--- config.mk ---
export PLATFORM = sky130hd
export DESIGN_NAME = tdp_divider
export DESIGN_NICKNAME = d
export VERILOG_FILES = /design/src/design/tdp_pkg.sv /design/src/design/tdp_divider.sv
export SDC_FILE = /design/constraint.sdc
export NUM_CORES = 1
export LEC_CHECK = 0
export ABC_CLOCK_PERIOD_IN_PS = 2400
export BUFFER_PORTS_ARGS = -buffer_cell sky130_fd_sc_hd__buf_2
export CAP_MARGIN = 30
export CORE_ASPECT_RATIO = 1.4
export CORE_MARGIN = 10
export CORE_UTILIZATION = 56
export CTS_BUF_LIST = sky130_fd_sc_hd__clkbuf_8
export DETAILED_ROUTE_END_ITERATION = 7
export PLACE_DENSITY = 0.86
export SYNTH_ARGS = -nofsm -noshare
export SYNTH_HDL_FRONTEND = slang
export SYNTH_SLANG_ARGS = --single-unit
--- constraint.sdc ---
create_clock -name clk -period 2.4 [get_ports clk]
set_clock_uncertainty 0.05 [all_clocks]
set_input_delay 0.12 -clock clk [delete_from_list [all_inputs] [get_ports clk]]
set_output_delay 0.12 -clock clk [all_outputs]
set_load 0.05 [all_outputs]
--- src/design/tdp_pkg.sv ---
`default_nettype none

package tdp_pkg;

  typedef enum logic [1:0] {
    ST_IDLE,
    ST_CHECK,
    ST_DIV,
    ST_RESULT
  } tdp_state_t;

  // Status of the shared remainder unit as seen by the sequencer.
  typedef struct packed {
    logic busy;
    logic done;
  } tdp_div_status_t;

  localparam int unsigned FIRST_DIVISOR = 2;
  localparam int unsigned FIRST_SQUARE  = 4;
  localparam int unsigned SMALLEST_PRIME = 2;

endpackage

`default_nettype wire

--- src/design/tdp_divider.sv ---
`default_nettype none

module tdp_divider #(
  parameter int VALUE_WIDTH = 16,
  parameter int DIV_WIDTH   = 10
) (
  input  wire logic                   clk,
  input  wire logic                   rst_n,
  input  wire logic                   start,
  input  wire logic [VALUE_WIDTH-1:0] dividend,
  input  wire logic [DIV_WIDTH-1:0]   divisor,
  output tdp_pkg::tdp_div_status_t    status,
  output logic [DIV_WIDTH-1:0]        remainder
);

  localparam int CW = $clog2(VALUE_WIDTH + 1);

  logic                   busy_r, busy_nxt;
  logic                   done_r, done_nxt;
  logic [CW-1:0]          count_r, count_nxt;
  logic [VALUE_WIDTH-1:0] shift_r, shift_nxt;
  logic [DIV_WIDTH-1:0]   rem_r, rem_nxt;
  logic [DIV_WIDTH:0]     trial;

  always_ff @(posedge clk) begin
    if (!rst_n) begin
      busy_r  <= 1'b0;
      done_r  <= 1'b0;
      count_r <= '0;
    end else begin
      busy_r  <= busy_nxt;
      done_r  <= done_nxt;
      count_r <= count_nxt;
    end
  end

  always_ff @(posedge clk) begin
    shift_r <= shift_nxt;
    rem_r   <= rem_nxt;
  end

  // Restoring remainder: one dividend bit enters the partial remainder per cycle.
  always_comb begin
    trial     = {rem_r, shift_r[VALUE_WIDTH-1]};
    busy_nxt  = busy_r;
    done_nxt  = 1'b0;
    count_nxt = count_r;
    shift_nxt = shift_r;
    rem_nxt   = rem_r;
    if (start) begin
      busy_nxt  = 1'b1;
      count_nxt = CW'(VALUE_WIDTH);
      shift_nxt = dividend;
      rem_nxt   = '0;
    end else if (busy_r) begin
      shift_nxt = shift_r << 1;
      if (trial >= {1'b0, divisor}) begin
        rem_nxt = DIV_WIDTH'(trial - {1'b0, divisor});
      end else begin
        rem_nxt = trial[DIV_WIDTH-1:0];
      end
      count_nxt = count_r - CW'(1);
      if (count_r == CW'(1)) begin
        busy_nxt = 1'b0;
        done_nxt = 1'b1;
      end
    end
  end

  assign status.busy = busy_r;
  assign status.done = done_r;
  assign remainder   = rem_r;

  a_start_busy: assert property (@(posedge clk) disable iff (!rst_n)
    start |=> busy_r)
    else $error("remainder unit did not start");

  a_done_in_range: assert property (@(posedge clk) disable iff (!rst_n)
    done_r |-> (rem_r < divisor))
    else $error("remainder not below divisor");

  a_done_pulse: assert property (@(posedge clk) disable iff (!rst_n)
    done_r |-> !busy_r)
    else $error("done while still busy");

endmodule

`default_nettype wire

==> metrics.txt, run 1 <==
# TYPE chip_impl_metric gauge
chip_impl_metric{name="synthSimpleGateAreaFrac",unit="%"} 11.6
chip_impl_metric{name="final.hold.worst_slack",unit="ns"} 0.0106
chip_impl_metric{name="num_rows",unit=""} 24
chip_impl_metric{name="fp.coreArea",unit="um2"} 3150
chip_impl_metric{name="cts.sink_count",unit=""} 33
chip_impl_metric{name="post_drt_wl_per_cell",unit="um"} 14.7
chip_impl_info{name="cts_tree",value="done"} 1
chip_impl_metric{name="detailroute.wirelength.met2",unit="um"} 2010
chip_impl_info{name="hold_class",value="input port to flop"} 1
chip_impl_info{name="cell_type_with_the_largest_total_area_after_synthesis",value="edfxtp_1"} 1
chip_impl_metric{name="grt_pass1_wl",unit="um"} 6370
chip_impl_metric{name="post_synthesis_share_of_cell_area_spent_on_full_adders_half_adders_and_majority_gates",unit="%"} 9.09
chip_impl_metric{name="final.min_clock_period",unit="ns"} 2.17
chip_impl_metric{name="vdd_drop_max",unit="mV"} 0.438
chip_impl_metric{name="comb_power_share",unit="%"} 14.8
chip_impl_metric{name="netlist_area",unit="um2"} 1870
chip_impl_metric{name="route.final.wire_length",unit="um"} 3870
chip_impl_info{name="setup.worst_path.class",value="flop to flop"} 1
chip_impl_metric{name="place_congestion",unit=""} 0.822
chip_impl_metric{name="antenna_cells_inserted",unit=""} 0
chip_impl_info{name="post_synth_most_frequent_cells",value="dfxtp_1 (17), edfxtp_1 (16), inv_1 (16)"} 1
chip_impl_metric{name="track_usage",unit="%"} 13.6
chip_impl_metric{name="post_cts_resized",unit=""} 0
chip_impl_metric{name="post-dp-hpwl",unit="um"} 3020
chip_impl_metric{name="io_pins",unit=""} 41
chip_impl_metric{name="p_clk_share",unit="%"} 31.6
chip_impl_metric{name="buffer_levels_on_the_longest_clock_path",unit=""} 2
chip_impl_metric{name="h-tree-depth",unit=""} 2
chip_impl_metric{name="syn-mean-instance-area",unit="um2"} 10.3
chip_impl_metric{name="slew_violations",unit=""} 0
chip_impl_metric{name="flow.area_growth_from_synthesis",unit="%"} 16.4
chip_impl_metric{name="setup_viol",unit=""} 0
chip_impl_metric{name="sequential_group_share_of_total_power",unit="%"} 53.5
chip_impl_metric{name="cts_made_buffers",unit=""} 5
chip_impl_metric{name="cellLeakagePower",unit="nW"} 0.946
chip_impl_info{name="rsz0062_at_grt",value="false"} 1
chip_impl_metric{name="syn_nets",unit=""} 224
chip_impl_info{name="ys_dominant_reg_cell",value="dfxtp_1"} 1
chip_impl_metric{name="portBuffers",unit=""} 40
chip_impl_metric{name="synth_compound_area_share",unit="%"} 11.9
chip_impl_metric{name="overflow",unit=""} 0
chip_impl_metric{name="hold_viol_final",unit=""} 0
chip_impl_metric{name="postSynth.asyncResetShare",unit="%"} 0
chip_impl_metric{name="finalNetCount",unit=""} 266
chip_impl_metric{name="timing.reg2reg.worst_path_depth",unit=""} 10
chip_impl_metric{name="worstHoldPathCells",unit=""} 2
chip_impl_metric{name="headroom_to_the_max_slew_limit",unit="%"} 72.6
chip_impl_metric{name="drv_cap",unit=""} 0
chip_impl_metric{name="finish.instance_area",unit="um2"} 2180
chip_impl_metric{name="synth-seq-cells",unit=""} 33
chip_impl_metric{name="power.share.switching",unit="%"} 25.2
chip_impl_metric{name="drt_drc_violations_left",unit=""} 0
chip_impl_metric{name="floorplan.initialDensity",unit="%"} 59.4
chip_impl_metric{name="synth_xor_area_share",unit="%"} 5.15
chip_impl_metric{name="drt.antenna.violating_nets",unit=""} 0
chip_impl_info{name="endpoint_kind",value="flop"} 1
chip_impl_metric{name="post_cts_buffers",unit=""} 0
chip_impl_metric{name="internal",unit="uW"} 913
chip_impl_metric{name="tns",unit="ns"} 0
chip_impl_metric{name="power.switching",unit="uW"} 307
chip_impl_metric{name="yosysWarningCount",unit=""} 0
chip_impl_metric{name="maximum_number_of_pins_on_one_net_before_global_route_repair",unit=""} 23
chip_impl_metric{name="postSynthCellCount",unit=""} 182
chip_impl_metric{name="dr.pass1.iters",unit=""} 4
chip_impl_metric{name="highest_clock_rate",unit="GHz"} 0.462
chip_impl_metric{name="met1_length",unit="um"} 1470
chip_impl_info{name="synthTopCellsByArea",value="edfxtp_1 (26%), dfxtp_1 (18%), mux2_2 (9.0%)"} 1
chip_impl_metric{name="worst_path_arrival",unit="ns"} 2.29
chip_impl_metric{name="synth-edff-count",unit=""} 16
chip_impl_info{name="cts_root_buf",value="clkbuf_8"} 1
chip_impl_metric{name="grt_pass1_vias",unit=""} 1488
chip_impl_metric{name="clkLatencyLatePin",unit="ns"} 0.29
chip_impl_metric{name="fraction_of_synthesized_cell_area_taken_by_the_top_area_cell_type",unit="%"} 25.7
chip_impl_metric{name="synth_seq_area_share",unit="%"} 43.9
chip_impl_metric{name="routed-via-count",unit=""} 1429
chip_impl_metric{name="final_layout_size_suffix_gt1_share",unit="%"} 29.3
chip_impl_metric{name="die_width",unit="um"} 68.9
chip_impl_metric{name="average_via_count_per_standard_cell",unit=""} 5.41
chip_impl_metric{name="cts.clk_slew.worst_paths",unit="ns"} 0.07
chip_impl_metric{name="actual_transition_at_the_worst_max_transition_pin",unit="ns"} 0.411
chip_impl_metric{name="cts_hold_repair.buffers",unit=""} 0
chip_impl_info{name="crit_path_start_kind",value="flop"} 1
chip_impl_metric{name="power_density",unit="nW/um2"} 560
chip_impl_metric{name="worstPathMaxFanout",unit=""} 3
chip_impl_metric{name="worst_ep_required_time",unit="ns"} 2.52
chip_impl_info{name="combinational_family_with_the_most_area_after_synthesis",value="multiplexers"} 1
chip_impl_info{name="outcome",value="finished clean"} 1
chip_impl_metric{name="wl_met3",unit="um"} 334
chip_impl_info{name="highest-signal-layer",value="met4"} 1
chip_impl_metric{name="synth.lib_cells_used.distinct",unit=""} 37
chip_impl_metric{name="initial_antenna_violation_count",unit=""} 0
chip_impl_metric{name="synth_mux_area_share",unit="%"} 12.8
chip_impl_metric{name="die_h",unit="um"} 88.4
chip_impl_metric{name="drt_iter0_markers",unit=""} 60
chip_impl_metric{name="min_period_over_period",unit="%"} 90.2
chip_impl_info{name="synth.most_common_cell",value="dfxtp_1"} 1
chip_impl_metric{name="dpl-instance-area",unit="um2"} 2100
chip_impl_metric{name="fp.dieArea",unit="um2"} 6090
power by group through the flow:
stage / Clock [mW] / Sequential [mW] / Combinational, mW
after floorplan: 0 / 0.665 / 0.128
after global placement: 0 / 0.663 / 0.176
after detailed placement: 0 / 0.666 / 0.181
after CTS: 0.400 / 0.654 / 0.182
after global routing: 0.421 / 0.658 / 0.202
final: 0.386 / 0.653 / 0.181
layout make-up:
type                       count  area [um2]
multi-input combinational    125         946
timing repair buffer          43         223
clock inverter                 3        11.3
tap                           39        48.8
inverter                      16        60.1
fill                         255         975
clock buffer                   5        68.8
sequential                    33         821
cells in the final DEF, fill, tap and decap left out, types with 4 or more instances in the layout:
cell type  count
edfxtp_1      16
clkbuf_8       5
o21ai_0        4
nor2_1        14
nor3_1         7
nand2_1       12
o21ai_1        8
xor2_1         5
ha_1          12
buf_2         40
xnor2_1        6
inv_1         19
a21oi_1        7
nand2b_1       6
dfxtp_1       17
mux2i_1        7
mux2_2        15
path summary, 6_finish.rpt:
check | from | endpoint | slack [ns]
worst max-delay path | shift_r[15]$_DFFE_PP_ | remainder[6]$_SDFFE_PP0P_ | 0.23
worst min-delay path | rst_n | count_r[4]$_SDFFE_PN0P_ | 0.01
worst max register to register | shift_r[15]$_DFFE_PP_ | remainder[6]$_SDFFE_PP0P_ | 0.23
worst min register to register | remainder[1]$_SDFFE_PP0P_ | remainder[1]$_SDFFE_PP0P_ | 0.44
registers in the layout (all words and copies together) (netlist names):
name and cells:
busy_r 1, shift_r 16, remainder 10, done_r 1, count_r 5
worst max-delay path, cell delays in order (launching register included):
cell and delay [ns]:
edfxtp_1 0.36, inv_1 0.08, ha_1 0.15, inv_1 0.05
fa_1 0.39, a211oi_1 0.35, o21bai_1 0.14, a21oi_1 0.20
xnor2_1 0.08, mux2i_1 0.14, o21ai_1 0.07
metrics by stage:
step | setup WS [ns] | utilization (%) | power (mW) | cells
3_3_place_gp | 0.277 | 66.5 | 0.839 | 256
2_1_floorplan | 0.126 | - | 0.793 | 182
5_1_grt | 0.0407 | 69.1 | 1.28 | 264
6_report | 0.234 | 69.1 | 1.22 | 264
3_5_place_dp | 0.210 | 66.5 | 0.847 | 256
4_1_cts | 0.214 | 69.1 | 1.24 | 264
routing by layer:
metal / vias up / global-route usage, %
met5: - / 0
met4: 0 / 6.47
met3: 7 / 4.56
met2: 37 / 23.8
met1: 660 / 13.8
li1: 725 / -
logic make-up after synthesis:
group / Yosys count
xor gates and xnor gates: 11
AOI/OAI and AO/OA: 33
and+or+nand+nor: 46
buffers and inverters: 24
DFF: 33
adders and majority gates: 13
muxes: 22
(Power assumes the default switching activity.)
==> inputs of run 2 (changes only) <==
--- a/config.mk
+++ b/config.mk
@@ -10,10 +10,10 @@
 export CAP_MARGIN = 30
 export CORE_ASPECT_RATIO = 1.4
 export CORE_MARGIN = 10
-export CORE_UTILIZATION = 56
+export CORE_UTILIZATION = 45
 export CTS_BUF_LIST = sky130_fd_sc_hd__clkbuf_8
 export DETAILED_ROUTE_END_ITERATION = 7
-export PLACE_DENSITY = 0.86
+export PLACE_DENSITY = 0.72
 export SYNTH_ARGS = -nofsm -noshare
 export SYNTH_HDL_FRONTEND = slang
 export SYNTH_SLANG_ARGS = --single-unit
==> run 2 against run 1 <==
Non-clock buffer count grew 2. First-iteration DRC count shrank 12%. Die area grew 18%. Critical path depth is the same. Setup slack lost 0.024 ns. Sequential power is essentially flat. Clock power grew 3%. Worst hold slack gained 0.068 ns. Via count shrank 0.56%. Fmax shrank 1.1%. Sequential share of layout area shrank 0.49 points. Critical endpoint unchanged. Largest power group unchanged. Highest routed layer unchanged.
==> metrics.txt, run 2 (synthesis gave the netlist of run 1 again) <==
# TYPE chip_impl_metric gauge
chip_impl_metric{name="initial_antenna_violation_count",unit=""} 0
chip_impl_metric{name="portBuffers",unit=""} 40
chip_impl_info{name="top_usage_layer",value="met2"} 1
chip_impl_metric{name="gr-usage-met1",unit="%"} 12.1
chip_impl_info{name="crit_path_start_kind",value="flop"} 1
chip_impl_metric{name="die_width",unit="um"} 74.5
chip_impl_metric{name="vdd_drop_max",unit="mV"} 0.403
chip_impl_info{name="cp_common_cell",value="inv_1"} 1
chip_impl_metric{name="grtUsageMet3",unit="%"} 4.22
chip_impl_metric{name="routed-via-count",unit=""} 1421
chip_impl_metric{name="grt_pass1_vias",unit=""} 1532
chip_impl_metric{name="track_usage",unit="%"} 12.1
chip_impl_metric{name="highest_clock_rate",unit="GHz"} 0.457
chip_impl_metric{name="fillers",unit=""} 373
chip_impl_metric{name="overflow",unit=""} 0
chip_impl_metric{name="power_density",unit="nW/um2"} 559
chip_impl_metric{name="setup_viol",unit=""} 0
chip_impl_metric{name="grt_pass1_wl",unit="um"} 6640
chip_impl_metric{name="drt.antenna.violating_nets",unit=""} 0
chip_impl_metric{name="dr.pass1.iters",unit=""} 6
chip_impl_metric{name="average_via_count_per_standard_cell",unit=""} 5.26
chip_impl_metric{name="final.min_clock_period",unit="ns"} 2.19
chip_impl_info{name="hold_class",value="input port to flop"} 1
chip_impl_metric{name="finalNetCount",unit=""} 268
chip_impl_metric{name="flow.area_growth_from_synthesis",unit="%"} 17.9
chip_impl_metric{name="cts.sink_count",unit=""} 33
chip_impl_metric{name="slew_violations",unit=""} 0
chip_impl_info{name="rsz0062_at_grt",value="false"} 1
chip_impl_metric{name="maximum_number_of_pins_on_one_net_before_global_route_repair",unit=""} 23
chip_impl_metric{name="critical-path-max-stage-delay",unit="ns"} 0.43
chip_impl_info{name="layout.cells.most_common",value="buf_2"} 1
chip_impl_info{name="outcome",value="finished clean"} 1
chip_impl_info{name="cts_root_buf",value="clkbuf_8"} 1
chip_impl_metric{name="post-dp-hpwl",unit="um"} 3130
chip_impl_metric{name="actual_transition_at_the_worst_max_transition_pin",unit="ns"} 0.409
chip_impl_info{name="critPathSlowestCell",value="fa_1"} 1
chip_impl_metric{name="num_rows",unit=""} 27
chip_impl_metric{name="floorplan.initialDensity",unit="%"} 47.0
chip_impl_metric{name="worstPathMaxFanout",unit=""} 3
chip_impl_metric{name="hold_viol_final",unit=""} 0
chip_impl_metric{name="buffer_levels_on_the_longest_clock_path",unit=""} 2
chip_impl_metric{name="fp.dieArea",unit="um2"} 7180
chip_impl_metric{name="tns",unit="ns"} 0
chip_impl_metric{name="die_h",unit="um"} 96.3
chip_impl_metric{name="final_layout_size_suffix_gt1_share",unit="%"} 30.4
chip_impl_metric{name="worst_path_arrival",unit="ns"} 2.30
chip_impl_metric{name="io_pins",unit=""} 41
chip_impl_metric{name="cts.clk_slew.worst_paths",unit="ns"} 0.07
chip_impl_metric{name="largest_register_ff_count",unit=""} 16
chip_impl_metric{name="drv_cap",unit=""} 0
chip_impl_info{name="setup.worst_path.class",value="flop to flop"} 1
chip_impl_info{name="cts_tree",value="done"} 1
chip_impl_metric{name="route.final.wire_length",unit="um"} 4020
chip_impl_metric{name="cts_made_buffers",unit=""} 5
chip_impl_info{name="layout_common_cells",value="buf_2 (40), dfxtp_1 (17), inv_1 (16), edfxtp_1 (16), mux2_2 (15)"} 1
chip_impl_metric{name="place_congestion",unit=""} 0.877
chip_impl_metric{name="min_period_over_period",unit="%"} 91.2
chip_impl_metric{name="clkLatencyLatePin",unit="ns"} 0.28
chip_impl_metric{name="postLayoutCoreUtil",unit="%"} 55.4
chip_impl_info{name="crit_path_cell_trace",value="inv_1 > ha_1 > inv_1 > fa_1 > a211oi_2 > o21bai_1 > a21oi_1 > xnor2_1 > mux2i_1 > o21ai_1"} 1
chip_impl_metric{name="gr-usage-met2",unit="%"} 21.4
chip_impl_info{name="regMostFlops",value="shift_r"} 1
chip_impl_metric{name="fp.coreArea",unit="um2"} 3990
chip_impl_metric{name="worst_ep_required_time",unit="ns"} 2.51
chip_impl_metric{name="headroom_to_the_max_slew_limit",unit="%"} 72.7
chip_impl_metric{name="h-tree-depth",unit=""} 2
chip_impl_metric{name="antenna_cells_inserted",unit=""} 0
chip_impl_info{name="endpoint_kind",value="flop"} 1
chip_impl_metric{name="drt_iter0_markers",unit=""} 53
chip_impl_metric{name="cellLeakagePower",unit="nW"} 0.947
chip_impl_metric{name="post_drt_wl_per_cell",unit="um"} 14.9
chip_impl_metric{name="drt_drc_violations_left",unit=""} 0
[run 2: stage by stage]
stage / hold WS [ns] / total power, mW / instances / area (um2) / setup slack [ns]
after floorplan: 0.188 / 0.793 / 182 / 1870 / 0.126
final: 0.0783 / 1.23 / 270 / 2210 / 0.210
after detailed placement: 0.303 / 0.850 / 261 / 2110 / 0.113
after CTS: 0.0596 / 1.26 / 270 / 2200 / 0.0940
after global placement: 0.302 / 0.843 / 261 / 2110 / 0.207
after global routing: 0.0723 / 1.30 / 270 / 2210 / 0.0253
[run 2: final timing paths]
| check | end | cells after the start | start | slack, ns |
|---|---|---|---|---|
| worst max register to register | remainder[6]$_SDFFE_PP0P_ | 10 | shift_r[15]$_DFFE_PP_ | 0.21 |
| worst min-delay path | shift_r[0]$_SDFFCE_PN0P_ | 2 | dividend[0] | 0.08 |
| worst max-delay path | remainder[6]$_SDFFE_PP0P_ | 10 | shift_r[15]$_DFFE_PP_ | 0.21 |
| worst min register to register | remainder[4]$_SDFFE_PP0P_ | 2 | remainder[4]$_SDFFE_PP0P_ | 0.43 |
[run 2: timing repair]
item | 4_1_cts | 5_1_grt
resized for setup | 0 | 1
hold buffers | 1 | 0
endpoints found under the setup margin | 0 | 2
hold endpoints to repair | 1 | 0
setup buffers | 0 | 0
[run 2: area by class of cell]
type                    instances  area [um2]  area share, %
repair buffers                 45         240           10.9
well taps                      43        53.8           2.44
flip-flops and latches         33         821           37.2
inverters                      16        60.1           2.72
clock buffers                   5        68.8           3.12
clock inverters                 3        12.5          0.567
multi-input cells             125         951           43.1
[run 2: critical path, delay by kind of cell (launching register included)]
kind / cells / cell delay, ns
xor+xnor: 1 / 0.10
compound gates: 4 / 0.69
mux: 1 / 0.14
flops: 1 / 0.38
buf+inv: 2 / 0.14
fa+ha+maj: 2 / 0.58
[run 2: routing by layer]
| metal | up-vias | routed length (um) |
|---|---|---|
| li1 | 724 | - |
| met1 | 660 | 1640 |
| met2 | 35 | 2090 |
| met3 | 2 | 262 |
| met4 | 0 | 27 |
| met5 | - | 0 |
[run 2: where the power goes]
group / internal [mW] / leakage [nW] / switching, mW
clock network: 0.195 / 0.0430 / 0.201
logic: 0.0873 / 0.605 / 0.0968
registers: 0.635 / 0.300 / 0.0191
total: 0.917 / 0.947 / 0.317
